File: config.mk
export PLATFORM = sky130hd
export DESIGN_NAME = shared_buffer_multi_queue
export DESIGN_NICKNAME = d
export VERILOG_FILES = /design/src/rtl/core/sbmq_pkg.sv /design/src/rtl/core/shared_buffer_multi_queue.sv /design/src/rtl/core/sbmq_ctrl.sv /design/src/rtl/core/sbmq_dp.sv
export SDC_FILE = /design/constraint.sdc
export NUM_CORES = 1
export LEC_CHECK = 0
export BUFFER_PORTS_ARGS = -buffer_cell sky130_fd_sc_hd__buf_4
export CORE_AREA = 4 4 256 258
export DETAILED_ROUTE_END_ITERATION = 10
export DIE_AREA = 0 0 260 262
export SYNTH_ARGS = -nofsm -noshare
export SYNTH_HDL_FRONTEND = slang
export SYNTH_SLANG_ARGS = --single-unit
File: constraint.sdc
create_clock -name clk -period 13.3 [get_ports clk]
set_input_delay 0.665 -clock clk [delete_from_list [all_inputs] [get_ports clk]]
set_output_delay 0.665 -clock clk [all_outputs]
set_load 0.02 [all_outputs]
File: src/rtl/core/sbmq_pkg.sv
// Shared constants, types and helpers for the shared buffer multi queue.
package sbmq_pkg;

  localparam int DEPTH      = 16;
  localparam int QUEUES     = 4;
  localparam int DATA_WIDTH = 32;

  // Queue id width is fixed by the request format.
  localparam int QID_W  = 2;
  localparam int QIDX_W = (QUEUES > 1) ? $clog2(QUEUES) : 1;
  localparam int ADDR_W = $clog2(DEPTH);
  localparam int PTR_W  = $clog2(DEPTH + 1);

  // A pointer equal to DEPTH marks the end of a chain.
  localparam logic [PTR_W-1:0] NIL = PTR_W'(DEPTH);

  localparam logic REQ_PUSH = 1'b0;
  localparam logic REQ_POP  = 1'b1;

  localparam logic [1:0] ST_DONE  = 2'd0;
  localparam logic [1:0] ST_FULL  = 2'd1;
  localparam logic [1:0] ST_EMPTY = 2'd2;

  typedef struct packed {
    logic accept;  // capture the request and launch the memory reads
    logic commit;  // apply the update and load the result register
  } cmd_t;

  function automatic logic is_slot(input logic [PTR_W-1:0] ptr);
    return ptr < NIL;
  endfunction

endpackage

File: src/rtl/core/shared_buffer_multi_queue.sv
// Top level of the shared buffer multi queue: several FIFO queues in one linked buffer.
// A request word is captured together with its memory reads, and its commit then loads the
// result word, unless an earlier result word still waits there, which holds the commit back.
// A new request word is taken only once the previous one has committed, since the registered
// read of the link memory is followed by its write-back.
// Reset (rst, synchronous, active high) empties all queues and links every slot into the
// free list at once through per-slot valid bits; no clearing pass is needed.
module shared_buffer_multi_queue (
  input  logic                                clk,
  input  logic                                rst,
  input  logic                                s_tvalid,
  output logic                                s_tready,
  input  logic [sbmq_pkg::DATA_WIDTH-1:0]     s_tdata,   // [31:0] push_data
  input  logic [2:0]                          s_tuser,   // [0] req_type, [2:1] queue_id
  output logic                                m_tvalid,
  input  logic                                m_tready,
  output logic [sbmq_pkg::DATA_WIDTH-1:0]     m_tdata,   // [31:0] pop_data
  output logic [1:0]                          m_tuser    // [1:0] status
);

  // The controller sequences each request through a read cycle and a commit cycle.
  // A new request word is taken while a finished result word still waits on the
  // output side; only the commit waits for the result register to be free.
  sbmq_pkg::cmd_t cmd;

  sbmq_ctrl u_ctrl (
    .clk      (clk),
    .rst      (rst),
    .s_tvalid (s_tvalid),
    .s_tready (s_tready),
    .m_tvalid (m_tvalid),
    .m_tready (m_tready),
    .cmd      (cmd)
  );

  // The datapath holds the data buffer, the link memory, the queue head and tail
  // pointers, the free-list head and the result register.
  sbmq_dp u_dp (
    .clk       (clk),
    .rst       (rst),
    .cmd       (cmd),
    .req_type  (s_tuser[0]),
    .queue_id  (s_tuser[2:1]),
    .push_data (s_tdata),
    .pop_data  (m_tdata),
    .status    (m_tuser)
  );

endmodule

File: src/rtl/core/sbmq_ctrl.sv
// Controller for the shared buffer multi queue: request sequencing and result handshake.
module sbmq_ctrl (
  input  logic          clk,
  input  logic          rst,
  input  logic          s_tvalid,
  output logic          s_tready,
  output logic          m_tvalid,
  input  logic          m_tready,
  output sbmq_pkg::cmd_t cmd
);

  localparam logic S_IDLE = 1'b0;
  localparam logic S_EXEC = 1'b1;

  logic state;
  logic state_next;
  logic out_valid;
  logic out_valid_next;

  always_comb begin
    cmd.accept = (state == S_IDLE) && s_tvalid;
    cmd.commit = (state == S_EXEC) && (!out_valid || m_tready);
    s_tready   = (state == S_IDLE);
    m_tvalid   = out_valid;
  end

  always_comb begin
    state_next = state;
    case (state)
      S_IDLE: begin
        if (cmd.accept) state_next = S_EXEC;
      end
      S_EXEC: begin
        if (cmd.commit) state_next = S_IDLE;
      end
      default: state_next = S_IDLE;
    endcase
  end

  always_comb begin
    if (cmd.commit) begin
      out_valid_next = 1'b1;
    end else if (m_tready) begin
      out_valid_next = 1'b0;
    end else begin
      out_valid_next = out_valid;
    end
  end

  always_ff @(posedge clk) begin
    if (rst) begin
      state     <= S_IDLE;
      out_valid <= 1'b0;
    end else begin
      state     <= state_next;
      out_valid <= out_valid_next;
    end
  end

`ifndef NO_ASSERTIONS
  a_commit_shows_result: assert property (@(posedge clk) disable iff (rst)
    cmd.commit |=> m_tvalid)
    else $error("result register not loaded after commit");

  a_accept_blocks_input: assert property (@(posedge clk) disable iff (rst)
    cmd.accept |=> !s_tready)
    else $error("input taken while a request is in flight");

  a_stall_holds_request: assert property (@(posedge clk) disable iff (rst)
    (state == S_EXEC && m_tvalid && !m_tready) |=> (state == S_EXEC))
    else $error("request left execution while result was stalled");

  a_commit_only_in_exec: assert property (@(posedge clk) disable iff (rst)
    cmd.commit |-> !cmd.accept)
    else $error("commit and accept in the same cycle");
`endif

endmodule

File: src/rtl/core/sbmq_dp.sv
// Datapath for the shared buffer multi queue: data and link memories, queue pointers, result.
module sbmq_dp (
  input  logic                                  clk,
  input  logic                                  rst,
  input  sbmq_pkg::cmd_t                        cmd,
  input  logic                                  req_type,
  input  logic [sbmq_pkg::QID_W-1:0]            queue_id,
  input  logic [sbmq_pkg::DATA_WIDTH-1:0]       push_data,
  output logic [sbmq_pkg::DATA_WIDTH-1:0]       pop_data,
  output logic [1:0]                            status
);

  localparam int PW = sbmq_pkg::PTR_W;
  localparam int AW = sbmq_pkg::ADDR_W;
  localparam int DW = sbmq_pkg::DATA_WIDTH;
  localparam int D  = sbmq_pkg::DEPTH;
  localparam int NQ = sbmq_pkg::QUEUES;
  localparam int QW = sbmq_pkg::QID_W;
  localparam int IW = sbmq_pkg::QIDX_W;

  logic [DW-1:0] data_mem [D];
  logic [PW-1:0] link_mem [D];
  logic [D-1:0]  link_wr;

  logic [PW-1:0] head [NQ];
  logic [PW-1:0] tail [NQ];
  logic [PW-1:0] free_head;

  logic          type_q;
  logic [QW-1:0] qid_q;
  logic [DW-1:0] word_q;
  logic [AW-1:0] rd_addr_q;
  logic [PW-1:0] link_q;
  logic          link_wr_q;
  logic [DW-1:0] data_q;

  logic          in_qid_ok;
  logic [PW-1:0] rd_ptr;
  logic [AW-1:0] rd_addr;

  logic          qid_ok;
  logic [IW-1:0] qidx;
  logic [PW-1:0] head_sel;
  logic [PW-1:0] tail_sel;
  logic [PW-1:0] link_val;
  logic          push_ok;
  logic          pop_ok;

  logic          lwr_en;
  logic [AW-1:0] lwr_addr;
  logic [PW-1:0] lwr_val;

  // Read address: the free-list head for a push, the queue head for a pop.
  always_comb begin
    in_qid_ok = (QW + 1)'(queue_id) < (QW + 1)'(NQ);
    if (req_type == sbmq_pkg::REQ_POP && in_qid_ok) begin
      rd_ptr = head[queue_id[IW-1:0]];
    end else begin
      rd_ptr = free_head;
    end
    rd_addr = rd_ptr[AW-1:0];
  end

  always_ff @(posedge clk) begin
    if (cmd.accept) begin
      type_q    <= req_type;
      qid_q     <= queue_id;
      word_q    <= push_data;
      rd_addr_q <= rd_addr;
      link_q    <= link_mem[rd_addr];
      link_wr_q <= link_wr[rd_addr];
      data_q    <= data_mem[rd_addr];
    end
  end

  // An unwritten link entry holds its reset value: the next slot, or null for the last.
  always_comb begin
    qid_ok   = (QW + 1)'(qid_q) < (QW + 1)'(NQ);
    qidx     = qid_q[IW-1:0];
    head_sel = head[qidx];
    tail_sel = tail[qidx];
    link_val = link_wr_q ? link_q : (PW'(rd_addr_q) + PW'(1));
    push_ok  = qid_ok && sbmq_pkg::is_slot(free_head);
    pop_ok   = qid_ok && sbmq_pkg::is_slot(head_sel);
  end

  always_comb begin
    lwr_en   = 1'b0;
    lwr_addr = free_head[AW-1:0];
    lwr_val  = free_head;
    if (cmd.commit) begin
      if (type_q == sbmq_pkg::REQ_PUSH) begin
        if (push_ok && sbmq_pkg::is_slot(head_sel)) begin
          lwr_en   = 1'b1;
          lwr_addr = tail_sel[AW-1:0];
        end
      end else if (pop_ok) begin
        lwr_en   = 1'b1;
        lwr_addr = head_sel[AW-1:0];
      end
    end
  end

  always_ff @(posedge clk) begin
    if (lwr_en) begin
      link_mem[lwr_addr] <= lwr_val;
    end
    if (cmd.commit && type_q == sbmq_pkg::REQ_PUSH && push_ok) begin
      data_mem[free_head[AW-1:0]] <= word_q;
    end
  end

  always_ff @(posedge clk) begin
    if (rst) begin
      link_wr   <= '0;
      free_head <= '0;
      for (int i = 0; i < NQ; i++) begin
        head[i] <= sbmq_pkg::NIL;
        tail[i] <= sbmq_pkg::NIL;
      end
    end else begin
      if (lwr_en) begin
        link_wr[lwr_addr] <= 1'b1;
      end
      if (cmd.commit) begin
        if (type_q == sbmq_pkg::REQ_PUSH) begin
          if (push_ok) begin
            free_head <= link_val;
            tail[qidx] <= free_head;
            if (!sbmq_pkg::is_slot(head_sel)) begin
              head[qidx] <= free_head;
            end
          end
        end else if (pop_ok) begin
          free_head <= head_sel;
          if (head_sel == tail_sel) begin
            head[qidx] <= sbmq_pkg::NIL;
            tail[qidx] <= sbmq_pkg::NIL;
          end else begin
            head[qidx] <= link_val;
          end
        end
      end
    end
  end

  always_ff @(posedge clk) begin
    if (cmd.commit) begin
      if (type_q == sbmq_pkg::REQ_PUSH) begin
        pop_data <= '0;
        status   <= push_ok ? sbmq_pkg::ST_DONE : sbmq_pkg::ST_FULL;
      end else if (pop_ok) begin
        pop_data <= data_q;
        status   <= sbmq_pkg::ST_DONE;
      end else begin
        pop_data <= '1;
        status   <= sbmq_pkg::ST_EMPTY;
      end
    end
  end

endmodule

Word-level counts from Yosys, hierarchy flattened
Memories as Yosys holds them, arrays and structs flattened. A register that Yosys moved wholly into a read port is not among the register bits.
Index checks and enable logic that the tools add are counted.
{"block": "classes", "addsub": 1, "n_reduce_logical": 13, "eq_ne": 2, "order_cmp": 5, "mux": 66, "n_bitwise": 6}
{"cell": "2-to-1 mux 5 bit", "count": 9}
{"cell": "2-to-1 mux 1 bit", "count": 42}
{"cell": "2-to-1 mux 32 bit", "count": 1}
{"cell": "2-to-1 mux 4 bit", "count": 5}
{"cell": "OR 16 bit", "count": 1}
{"cell": "2-to-1 mux 2 bit", "count": 6}
{"cell": "less-than comparator 4 x 5 -> 1 bit (second input constant)", "count": 2}
{"cell": "less-than comparator 5 bit (second input constant)", "count": 2}
{"cell": "OR reduction 5 bit", "count": 2}
{"cell": "logical AND 1 bit", "count": 6}
{"cell": "adder 4 x 1 -> 5 bit (second input constant)", "count": 1}
{"cell": "== test 5 bit", "count": 1}
{"cell": "binary-select mux 1 bit (select 4 bit)", "count": 1}
{"cell": "demux 1 bit (select 4 bit)", "count": 1}
{"cell": "greater-or-equal comparator 4 x 1 -> 1 bit (second input constant)", "count": 1}
{"cell": "nonzero test 2 bit", "count": 2}
{"cell": "OR 1 bit", "count": 3}
{"cell": "AND reduction 3 bit", "count": 1}
{"cell": "!= test 2 bit (second input constant)", "count": 1}
{"cell": "NOT 1 bit", "count": 2}
{"cell": "one-hot mux 1 bit (2 select lines)", "count": 1}
{"cell": "logical NOT 1 bit", "count": 1}
{"cell": "logical OR 1 bit", "count": 1}
{"block": "totals", "in_bits": 39, "memories": 4, "output_inout_bits": 36, "mem_bits_rw": 632, "ff_bits": 97}
{"name": "u_dp.data_mem", "words": 16, "word_bits": 32, "rd": 1, "rd_ports_with_merged_regs": 1, "wr": 1, "line": "sbmq_dp.sv:21", "source": "logic [DW-1:0] data_mem [D];"}
{"name": "u_dp.link_mem", "words": 16, "word_bits": 5, "rd": 1, "rd_ports_with_merged_regs": 1, "wr": 1, "line": "sbmq_dp.sv:22", "source": "logic [PW-1:0] link_mem [D];"}
{"name": "u_dp.head", "words": 4, "word_bits": 5, "rd": 2, "rd_ports_with_merged_regs": 1, "wr": 4, "line": "sbmq_dp.sv:25", "source": "logic [PW-1:0] head [NQ];"}
{"name": "u_dp.tail", "words": 4, "word_bits": 5, "rd": 1, "rd_ports_with_merged_regs": 1, "wr": 4, "line": "sbmq_dp.sv:26", "source": "logic [PW-1:0] tail [NQ];"}

Depth between registers and ports, before layout
Gate-level depths: netlist of run 1.
{"block": "depth", "word_depth": 11, "depth_mapped": 10, "mapped_depth_nobuf": 7}

Modules after synthesis
Synthesis of run 1 repeated with hierarchy kept, for this count alone.
{"block": "unflattened", "cells_unflattened": 2163, "area_unflattened_um2": 31764.2}
{"module": "sbmq_dp", "cells_per_inst": 2153, "n_inst": 1, "area_each_um2": 31669.1, "seq_area_each_um2": 22771.8}
{"module": "sbmq_ctrl", "cells_per_inst": 10, "n_inst": 1, "area_each_um2": 95.1, "seq_area_each_um2": 40.0}

Worst setup path after synthesis of run 1
Ideal clock, no wire load.
{"block": "synth_path", "path_kind": "input -> register", "startpoint": "input s_tvalid", "endpoint": "register with a tool-made name", "path_buffers": 0, "stages": 2, "t_arrival_ns": 4.726, "required_time_ns": 13.224, "slack_ns": 8.498, "setup_time_ns": 0.076, "path_cell_list": "nor2b_1 -> mux2_2"}
{"element": "start: declaration", "line": "shared_buffer_multi_queue.sv:11", "source": "input logic s_tvalid,"}

Final worst setup path of run 1
{"block": "layout_path", "startpoint": "register u_dp.free_head[0]", "endpoint": "register u_dp.link_q[0], read port of u_dp.link_mem, data pin"}
{"block": "layout_between", "elab_chain_len": 1}
{"element": "start: declaration", "line": "sbmq_dp.sv:27", "source": "logic [PW-1:0] free_head;"}
{"element": "start signal: assignment", "line": "sbmq_dp.sv:128", "source": "free_head <= link_val;"}
{"element": "start signal: assignment", "line": "sbmq_dp.sv:135", "source": "free_head <= head_sel;"}
{"element": "2-to-1 mux 4 bit", "line": "sbmq_dp.sv:56", "source": "if (req_type == sbmq_pkg::REQ_POP && in_qid_ok) begin"}
{"element": "end: declaration", "line": "sbmq_dp.sv:33", "source": "logic [PW-1:0] link_q;"}
Every way passes these cells.
A chain may end at the register's enable or synchronous reset.

==> results of run 1 <==
[report_power, final]
| group | internal (µW) | switching, µW | total [µW] |
|---|---|---|---|
| combinational | 121 | 221 | 342 |
| clock | 1240 | 886 | 2130 |
| sequential | 2710 | 46.0 | 2760 |
[metal layers]
| layer | vias up | share of wire [%] |
|---|---|---|
| li1 | 7766 | - |
| met5 | - | 0 |
| met2 | 599 | 47 |
| met3 | 101 | 7.4 |
| met4 | 0 | 2.1 |
| met1 | 8769 | 43 |
[sequential cells by signal, summed over array words and instances (netlist names), 16 cells and up, named ones only]
name	count
u_dp.data_mem	512
u_dp.data_q	32
u_dp.head	20
u_dp.link_mem	80
u_dp.link_wr	16
u_dp.pop_data	32
u_dp.tail	20
u_dp.word_q	32
[per-stage QoR]
step / cell area, µm² / utilization (%) / power (µW) / setup WS [ns]
after floorplan: 30000 / - / 3030 / 8.50
after global placement: 31500 / 50.1 / 3150 / 9.11
after detailed placement: 31500 / 50.1 / 3150 / 9.06
after CTS: 34000 / 54.0 / 5280 / 9.03
after global routing: 34000 / 54.0 / 5420 / 8.74
final: 34000 / 54.0 / 5230 / 9.03
[synth_stat cells (2+ instances only)]
library cell                 n  share of area (%)
sky130_fd_sc_hd__a21oi_1   164                2.7
sky130_fd_sc_hd__a221oi_1   76                2.2
sky130_fd_sc_hd__a31o_2      3              0.088
sky130_fd_sc_hd__a31oi_1     7               0.15
sky130_fd_sc_hd__a32o_1     74                2.5
sky130_fd_sc_hd__and2_1      7               0.15
sky130_fd_sc_hd__and3_1     13               0.27
sky130_fd_sc_hd__buf_1       5              0.062
sky130_fd_sc_hd__buf_2      65                1.1
sky130_fd_sc_hd__buf_4       7               0.17
sky130_fd_sc_hd__buf_6       3               0.11
sky130_fd_sc_hd__clkbuf_1   50               0.62
sky130_fd_sc_hd__dfxtp_1    25                1.7
sky130_fd_sc_hd__edfxtp_1  743                 74
sky130_fd_sc_hd__inv_1      14               0.17
sky130_fd_sc_hd__mux2_2      9               0.34
sky130_fd_sc_hd__mux2i_1    80                2.7
sky130_fd_sc_hd__mux4_2     14                1.0
sky130_fd_sc_hd__nand2_1   326                4.1
sky130_fd_sc_hd__nand2b_1    9               0.19
sky130_fd_sc_hd__nand3_1    13               0.22
sky130_fd_sc_hd__nand3b_1    2              0.050
sky130_fd_sc_hd__nor2_1    133                1.7
sky130_fd_sc_hd__nor2b_1     6               0.12
sky130_fd_sc_hd__nor3_1     13               0.22
sky130_fd_sc_hd__nor3_2      2              0.067
sky130_fd_sc_hd__nor3b_1     2              0.050
sky130_fd_sc_hd__o21a_1      3              0.075
sky130_fd_sc_hd__o21ai_0     4              0.067
sky130_fd_sc_hd__o21ai_1     2              0.033
sky130_fd_sc_hd__o21ba_1     2              0.067
sky130_fd_sc_hd__o21ba_2     6               0.20
sky130_fd_sc_hd__o22ai_1    38               0.79
sky130_fd_sc_hd__o22ai_2     2              0.083
sky130_fd_sc_hd__o31ai_1     2              0.050
sky130_fd_sc_hd__or2_2       3              0.062
sky130_fd_sc_hd__or3_1      39               0.81
sky130_fd_sc_hd__xor2_1      6               0.17
[cell families after synthesis]
group | share of synthesized area (%)
flip-flops | 76.0
AND/OR/NAND/NOR | 8.17
multiplexers | 4.05
AO/OA/AOI/OAI | 9.33
adder cells (fa/ha/maj) | 0.0417
XOR/XNOR | 0.204
buffers and inverters | 2.25
[worst max-delay path, delay by kind of cell (launching register included)]
kind / cells / cell delay, ns
compound gates: 2 / 0.21
mux: 1 / 0.29
buf+inv: 2 / 1.54
flops: 1 / 1.08
simple gates: 2 / 0.73
[worst min path at each step]
stage / from / slack, ns / to
floorplan: u_dp.link_wr[12] / 0.43 / u_dp.link_wr[12]
global placement: u_dp.link_wr[15] / 0.46 / u_dp.link_wr[15]
detailed placement: u_dp.link_wr[4] / 0.45 / u_dp.link_wr[4]
CTS: s_tdata[31] / 0.18 / u_dp.word_q[31]
global route: s_tdata[31] / 0.19 / u_dp.word_q[31]
finish: s_tdata[31] / 0.22 / u_dp.word_q[31]
[layout make-up]
| type | count | share of cell area [%] |
|---|---|---|
| Clock buffer | 97 | 6.23 |
| Clock inverter | 39 | 1.09 |
| Inverter | 15 | 0.188 |
| Multi-Input combinational cell | 1077 | 19.8 |
| Sequential cell | 768 | 67.1 |
| Tap cell | 846 | 3.11 |
| Timing Repair Buffer | 110 | 2.47 |
==> results.md, run 1 <==
Placed design:
- Once placement completed, the tool counted placed cells totaling 2816.
- The number of buffers inserted by port buffering is 74.
- The post-detailed-placement half-perimeter wirelength is 35300 µm.
- At the end of routability-driven placement, the weighted congestion stood at 0.790.

Die:
- After floorplanning, the core was sized to cover 63000 µm².
- For this design the top-level I/O count stands at 75.
- The width of the chip is 260 µm.
- After floorplanning, the core was divided into 92 placement rows.
- The initial cell density of the core is 47.7%.
- The die span in y is 262 µm.
- The die covers 68100 µm².

STA:
- The worst hold-check slack is 0.218 ns.
- For the pin with the worst max-slew slack, the measured transition is 1.15 ns.
- In the final timing run, aggregate negative setup slack is 0 ns.
- The count of pins over their slew limit is 0.
- The worst pin sits at a relative slew slack of 23.0%.
- The final critical path time including I/O delays and setup is 4.27 ns.
- The final count of negative-setup-slack endpoints is 0.
- The count of final hold-check violations is 0.
- For this run, the top clock speed supported by timing is 234 MHz.
- Between clock sinks in the finished design, the worst skew comes to 0.0225 ns.
- Of the available clock period, the critical path in the final layout requires 32.1%.
- Setup repair after global routing left no endpoint under its margin.

Pwr:
- For this design the static power due to leakage is 0.0110 µW.
- For this design the ratio of total power to cell area is 154 nW/µm².
- VDD sags by at most 0.000109 V.

GRT:
- The first global-routing pass estimated 106000 µm of wire.
- The met1 global-route usage is 29.1%.
- The number of antenna violations at the first check in global routing was 0.
- The largest net degree at the start of global routing is 216.
- The via count of the first global-routing pass was 16932.
- In the global route stage, overall resource usage came out at 20.8%.
- The total congestion overflow is 0.
- The global routing stage identified its most utilized layer as met2.
- In the global route stage, met2 resource usage came out at 33.4%.
- Global routing consumed, on the met3 layer, 4.11% of the routing resources.

Detailed routing:
- Dividing the detail-routed wire length by the instance count gives 24.2 µm.
- Using the TritonRoute via totals, the vias-per-cell ratio works out to 5.84.
- Summing over every cut layer, the via total after detailed routing is 17235.
- After detailed routing, the total wire length is 71500 µm.
- The detailed router finished its first iteration with 1696 violations.
- After detailed routing, the number of remaining DRC violations is 0.
- The remaining number of nets flagged by the antenna check after routing is 0.
- For this run, the detailed router's first-pass iteration total came to 5.

CTS:
- The buffer count from post-CTS setup fixing is 0.
- The root buffer cell is sky130_fd_sc_hd__clkbuf_16.
- In this run the number of H-tree levels came out at 3.
- The number of buffers on the longest clock path is 3.
- The number of clock sinks seen by CTS is 768.
- The insertion delay of the later-clocked pin in the worst-skew pair is 0.62 ns.
- The post-CTS resize count is 0.
- The clock tree from TritonCTS is built.
- The CTS buffer count is 79.
- The count of hold buffers inserted by post-cts repair is 0.
- After clock tree synthesis, the clock-pin slew on the worst setup and hold paths is 0.07 ns.

Finish:
- The area of all sequential standard cells is 22800 µm².
- In the layout the commonest cells are sky130_fd_sc_hd__edfxtp_1 (743), sky130_fd_sc_hd__nand2_1 (326), sky130_fd_sc_hd__a21oi_1 (164).
- The number of nets in the final layout is 2091.
- The final standard cell count with taps included and fillers excluded is 2952.
- The antenna diode instance count is 0.
- The fraction of final layout cells with drive strength greater than 1 is 13.9%.
- The area of the multi-input gates is 6740 µm².
- The final-layout fill cell count is 5062.
- The growth of design area from synthesis to finish is 13.2%.
- The library cell used most frequently in the layout, excluding fill and tap cells, is sky130_fd_sc_hd__edfxtp_1.

Worst hold path:
- The path type of the worst min-delay path is in -> reg.
- The depth of the worst hold-timing path is 1.

Setup path:
- The worst register-to-register path ends at u_dp.link_q[0].
- The launching instance or port of the critical path is u_dp.free_head[0].
- The count of cells along the worst register-to-register path is 7.
- The worst flop-to-flop path startpoint is u_dp.free_head[0].
- The last element of the critical path is u_dp.link_q[0].
- For the worst setup path, the data required time is 13.65 ns.
- The setup path with the least slack is of type reg -> reg.
- The worst register-to-register path has a setup slack of 9.03 ns.
- STA classifies the critical path endpoint as a flop.
- The largest individual stage delay along the critical path comes from the cell sky130_fd_sc_hd__dfxtp_1.
- The worst setup path is launched from a flop.
- In this run the worst path has a maximum fanout of 127.
- The largest incremental delay on the critical path is 1.08 ns.
- Walking the worst path, the cells encountered are nor2b_1 -> a21oi_4 -> inv_8 -> buf_4 -> mux2i_1 -> a221oi_1 -> or3_1.
- Data arrives at the worst endpoint at 4.62 ns.

Synth:
- In the synthesized netlist the async set-or-reset flop fraction comes to 0%.
- A synthesized cell averages 15.1 µm².
- Synthesis instantiated 56 different standard cells from the library.
- The number of nets in the synthesized netlist is 2030.
- The flip-flop and latch count after synthesis is 768.
- The sequential share of the synthesized area is 76.0%.
- Yosys mapped a number of flops with a built-in enable equal to 743.
- Synthesis handed over a netlist of 1990 instances.
- The most used flip-flop cell after synthesis is sky130_fd_sc_hd__edfxtp_1.
- The mapped cell area is 30000 µm².
- The number of warning messages in the yosys log is 0.

Status:
- The run finished with clean final reports.

Flow run:
- The max capacitance violation total is 0.
No activity file was read; power rests on OpenSTA's default activity.
==> run 2: changes to the inputs <==
- PLACE_DENSITY: default -> 0.66
- clock period: 13.3 -> 3.6 ns (I/O delays scaled with it)
==> run 2 against run 1 <==
Net effect:
- hold slack better by 0.047 ns
- wire length is 0.80% lower
- power grew to 3.7 times the previous value
- worst setup slack worse by 8.5 ns
- combinational power grew to 4.0 times the previous value
- non-clock buffer count is 61 higher
- via count is 2.6% higher
- critical path depth is 1 higher
- sequential power grew to 3.7 times the previous value
- die area stayed put
- critical endpoint is now u_dp.data_q[26]
- largest power group unchanged
==> results.md, run 2 (synthesized netlist as in run 1, its figures left out) <==
Status:
- Run status: finished, final reports clean (unchanged).

Detailed routing:
- The post-detailed-route wirelength per cell is 23.5 µm (was 24.2 µm).
- The number of violations reported at the end of detailed-routing iteration 0 is 1754 (was 1696).
- The detailed-router iteration count before antenna repair came to 5 (unchanged).
- The via density per instance came to 5.86 (was 5.84).
- The total via count after detailed routing is 17687 (was 17235).
- The remaining number of nets flagged by the antenna check after routing was 0 (unchanged).
- The sum of routed wire length over all layers came to 71000 µm (was 71500 µm).
- The DRC violations left is 0 (unchanged).

Setup path:
- The largest incremental delay on the critical path is 0.53 ns (was 1.08 ns).
- The startpoint type of the worst setup path is a flop (unchanged).
- The last element of the critical path is u_dp.data_q[26] (was u_dp.link_q[0]).
- The critical path arrival is 3.43 ns (was 4.62 ns).
- The worst flop-to-flop path startpoint was u_dp.head[3][0] (was u_dp.free_head[0]).
- The sum of buffers and inverters on the critical path is 2 (unchanged).
- The capture instance of the worst register-to-register path is u_dp.data_q[26] (was u_dp.link_q[0]).
- The largest driver fanout on the critical path is 102 (was 127).
- The launching instance or port of the critical path is u_dp.head[3][0] (was u_dp.free_head[0]).
- The critical path endpoint category is a flop (unchanged).
- The critical setup path kind was reg -> reg (unchanged).
- The register-to-register setup slack is 0.54 ns (was 9.03 ns).
- The count of cells along the worst register-to-register path came to 8 (was 7).
- The kind of cell adding the most delay to the critical path is buffers and inverters (unchanged).
- Chain of cells forming the critical path: mux4_2 -> a21oi_4 -> inv_8 -> buf_12 -> nand2_1 -> a32o_1 -> o22ai_1 -> or3_1 (was nor2b_1 -> a21oi_4 -> inv_8 -> buf_4 -> mux2i_1 -> a221oi_1 -> or3_1).
- The worst-path cell with the longest stage delay was sky130_fd_sc_hd__mux4_2 (was sky130_fd_sc_hd__dfxtp_1).
- The number of logic stages on the critical path including buffering is 8 (was 7).
- The worst endpoint required time is 3.97 ns (was 13.65 ns).

STA:
- The highest clock rate is 327 MHz (was 234 MHz).
- The normalized max-slew margin is 38.6% (was 23.0%).
- The count of final hold-check violations came to 0 (unchanged).
- The setup TNS is 0 ns (unchanged).
- The final critical path time including I/O delays and setup is 3.06 ns (was 4.27 ns).
- The clock tree skew after final layout came to 0.0290 ns (was 0.0225 ns).
- The worst hold-check slack is 0.265 ns (was 0.218 ns).
- RSZ-0062 raised after global routing: false (unchanged).
- The final critical-path setup slack is 0.539 ns (was 9.03 ns).
- The final cycle utilization of the critical path was 85.0% (was 32.1%).
- The slew at the pin closest to its max-slew limit is 0.918 ns (was 1.15 ns).
- The final count of negative-setup-slack endpoints came to 0 (unchanged).
- The count of pins over their slew limit is 0 (unchanged).

Finish:
- Commonest cells after routing, fill and taps aside: sky130_fd_sc_hd__edfxtp_1 (743), sky130_fd_sc_hd__nand2_1 (326), sky130_fd_sc_hd__a21oi_1 (164) (unchanged).
- The growth of design area from synthesis to finish is 15.6% (was 13.2%).
- The number of nets in the final layout came to 2152 (was 2091).
- The number of flip-flops under the largest register name came to 512 (unchanged).
- The final-layout fill cell count is 4926 (was 5062).
- The core utilization of the finished layout is 55.1% (was 54.0%).
- The antenna diode instance count is 0 (unchanged).
- The final standard cell count with taps included and fillers excluded was 3018 (was 2952).
- The most frequent standard cell in the layout excluding fill and tap cells is sky130_fd_sc_hd__edfxtp_1 (unchanged).
- The fraction of final layout cells with drive strength greater than 1 is 14.0% (was 13.9%).

Die:
- The I/O pin total is 75 (unchanged).
- The area enclosed by the die boundary came to 68100 µm² (unchanged).
- The core region area is 63000 µm² (unchanged).
- The number of cell rows was 92 (unchanged).
- The die span in y is 262 µm (unchanged).
- The initial cell density of the core is 47.7% (unchanged).
- The width of the chip is 260 µm (unchanged).

Pwr:
- The share of total power in sequential cells is 53.0% (was 52.7%).
- The largest vdd supply drop is 0.000411 V (was 0.000109 V).
- The leakage power of the design is 0.0113 µW (was 0.0110 µW).
- The fraction of power spent switching nets is 22.9% (was 22.0%).
- The internal power contribution was 14800 µW (was 4080 µW).
- The clock network fraction of design power is 39.9% (was 40.7%).
- The net switching power of the design is 4390 µW (was 1150 µW).
- The ratio of total power to cell area is 553 nW/µm² (was 154 nW/µm²).
- The combinational group share of total power is 7.1% (was 6.5%).

CTS:
- The depth of the CTS H-tree is 3 (unchanged).
- The number of clock sinks seen by CTS came to 768 (unchanged).
- The insertion delay of the later-clocked pin in the worst-skew pair came to 0.63 ns (was 0.62 ns).
- The post-CTS resize count is 0 (unchanged).
- The number of buffers on the longest clock path came to 3 (unchanged).
- The clock input transition at the sequential cells of the worst setup and hold paths was 0.06 ns (was 0.07 ns).
- The clock tree from TritonCTS is built (unchanged).
- The CTS buffer count came to 79 (unchanged).
- The root buffer cell is sky130_fd_sc_hd__clkbuf_16 (unchanged).

GRT:
- The largest net degree at the start of global routing was 135 (was 216).
- The wire length of the first global-routing pass is 107000 µm (was 106000 µm).
- The aggregate global-route resource usage came to 20.7% (was 20.8%).
- The number of antenna violations at the first check in global routing is 0 (unchanged).
- The via count of the first global-routing pass is 17415 (was 16932).
- The total congestion overflow came to 0 (unchanged).

Placed design:
- The worst slack at placement is 0.590 ns (was 9.06 ns).
- The post-detailed-placement half-perimeter wirelength is 37600 µm (was 35300 µm).
- The number of placed instances with taps included was 2839 (was 2816).
- The routability congestion estimate from global placement is 0.839 (was 0.790).
- The number of buffers inserted by port buffering is 74 (unchanged).

Worst hold path:
- The path type of the worst min-delay path is in -> reg (unchanged).

Flow run:
- The max capacitance violation total came to 0 (unchanged).
[run 2: routing by layer]
metal / routed length (µm) / track usage (%) / up-vias / share of wire, %
met1: 30200 / 29.2 / 8976 / 43
met4: 1430 / 5.61 / 0 / 2.0
li1: - / - / 7901 / -
met2: 34400 / 33.9 / 706 / 48
met3: 5000 / 3.25 / 104 / 7.0
met5: 0 / 0 / - / 0
[run 2: stage by stage]
step	power (µW)	area (µm²)
final	19200	34700
after global routing	19800	34700
after CTS	19300	34700
after detailed placement	11700	31900
after global placement	11600	31900
after floorplan	11200	30100
[run 2: power by group through the flow]
stage                     logic [µW]  clock network (µW)  registers (µW)
after floorplan                  859                   0           10300
after global placement          1290                   0           10300
after detailed placement        1320                   0           10400
after CTS                       1360                7790           10200
after global routing            1470                8180           10200
final                           1360                7650           10200
[run 2: layout make-up]
cell class	instances	area (µm²)	share of cell area, %
Clock buffer	102	2080	6.01
Tap cell	846	1060	3.05
Multi-Input combinational cell	1077	6770	19.5
Sequential cell	768	22800	65.7
Timing Repair Buffer	171	1590	4.59
Clock inverter	39	330	0.952
Inverter	15	63.8	0.184
[run 2: how the worst min path moves through the flow]
stage,slack (ns),to,startpoint,cells past startpoint
floorplan,0.28,u_dp.qid_q[0],s_tuser[1],0
global placement,0.36,u_dp.word_q[23],s_tdata[23],1
detailed placement,0.36,u_dp.word_q[28],s_tdata[28],1
CTS,0.23,u_dp.word_q[31],s_tdata[31],2
global route,0.25,u_dp.word_q[12],s_tdata[12],2
finish,0.27,u_dp.word_q[31],s_tdata[31],2
[run 2: repair_timing]
| action | 4_1_cts | 5_1_grt |
|---|---|---|
| setup buffers | 0 | 0 |
| hold buffers | 38 | 0 |
| endpoints found under the hold margin | 46 | 0 |
[run 2: worst register-to-register path, stage by stage, from the launching register on]
cell and delay [ns]:
sky130_fd_sc_hd__edfxtp_1 0.39, sky130_fd_sc_hd__mux4_2 0.53, sky130_fd_sc_hd__a21oi_4 0.32, sky130_fd_sc_hd__inv_8 0.22, sky130_fd_sc_hd__buf_12 0.59, sky130_fd_sc_hd__nand2_1 0.16, sky130_fd_sc_hd__a32o_1 0.17, sky130_fd_sc_hd__o22ai_1 0.08
sky130_fd_sc_hd__or3_1 0.37
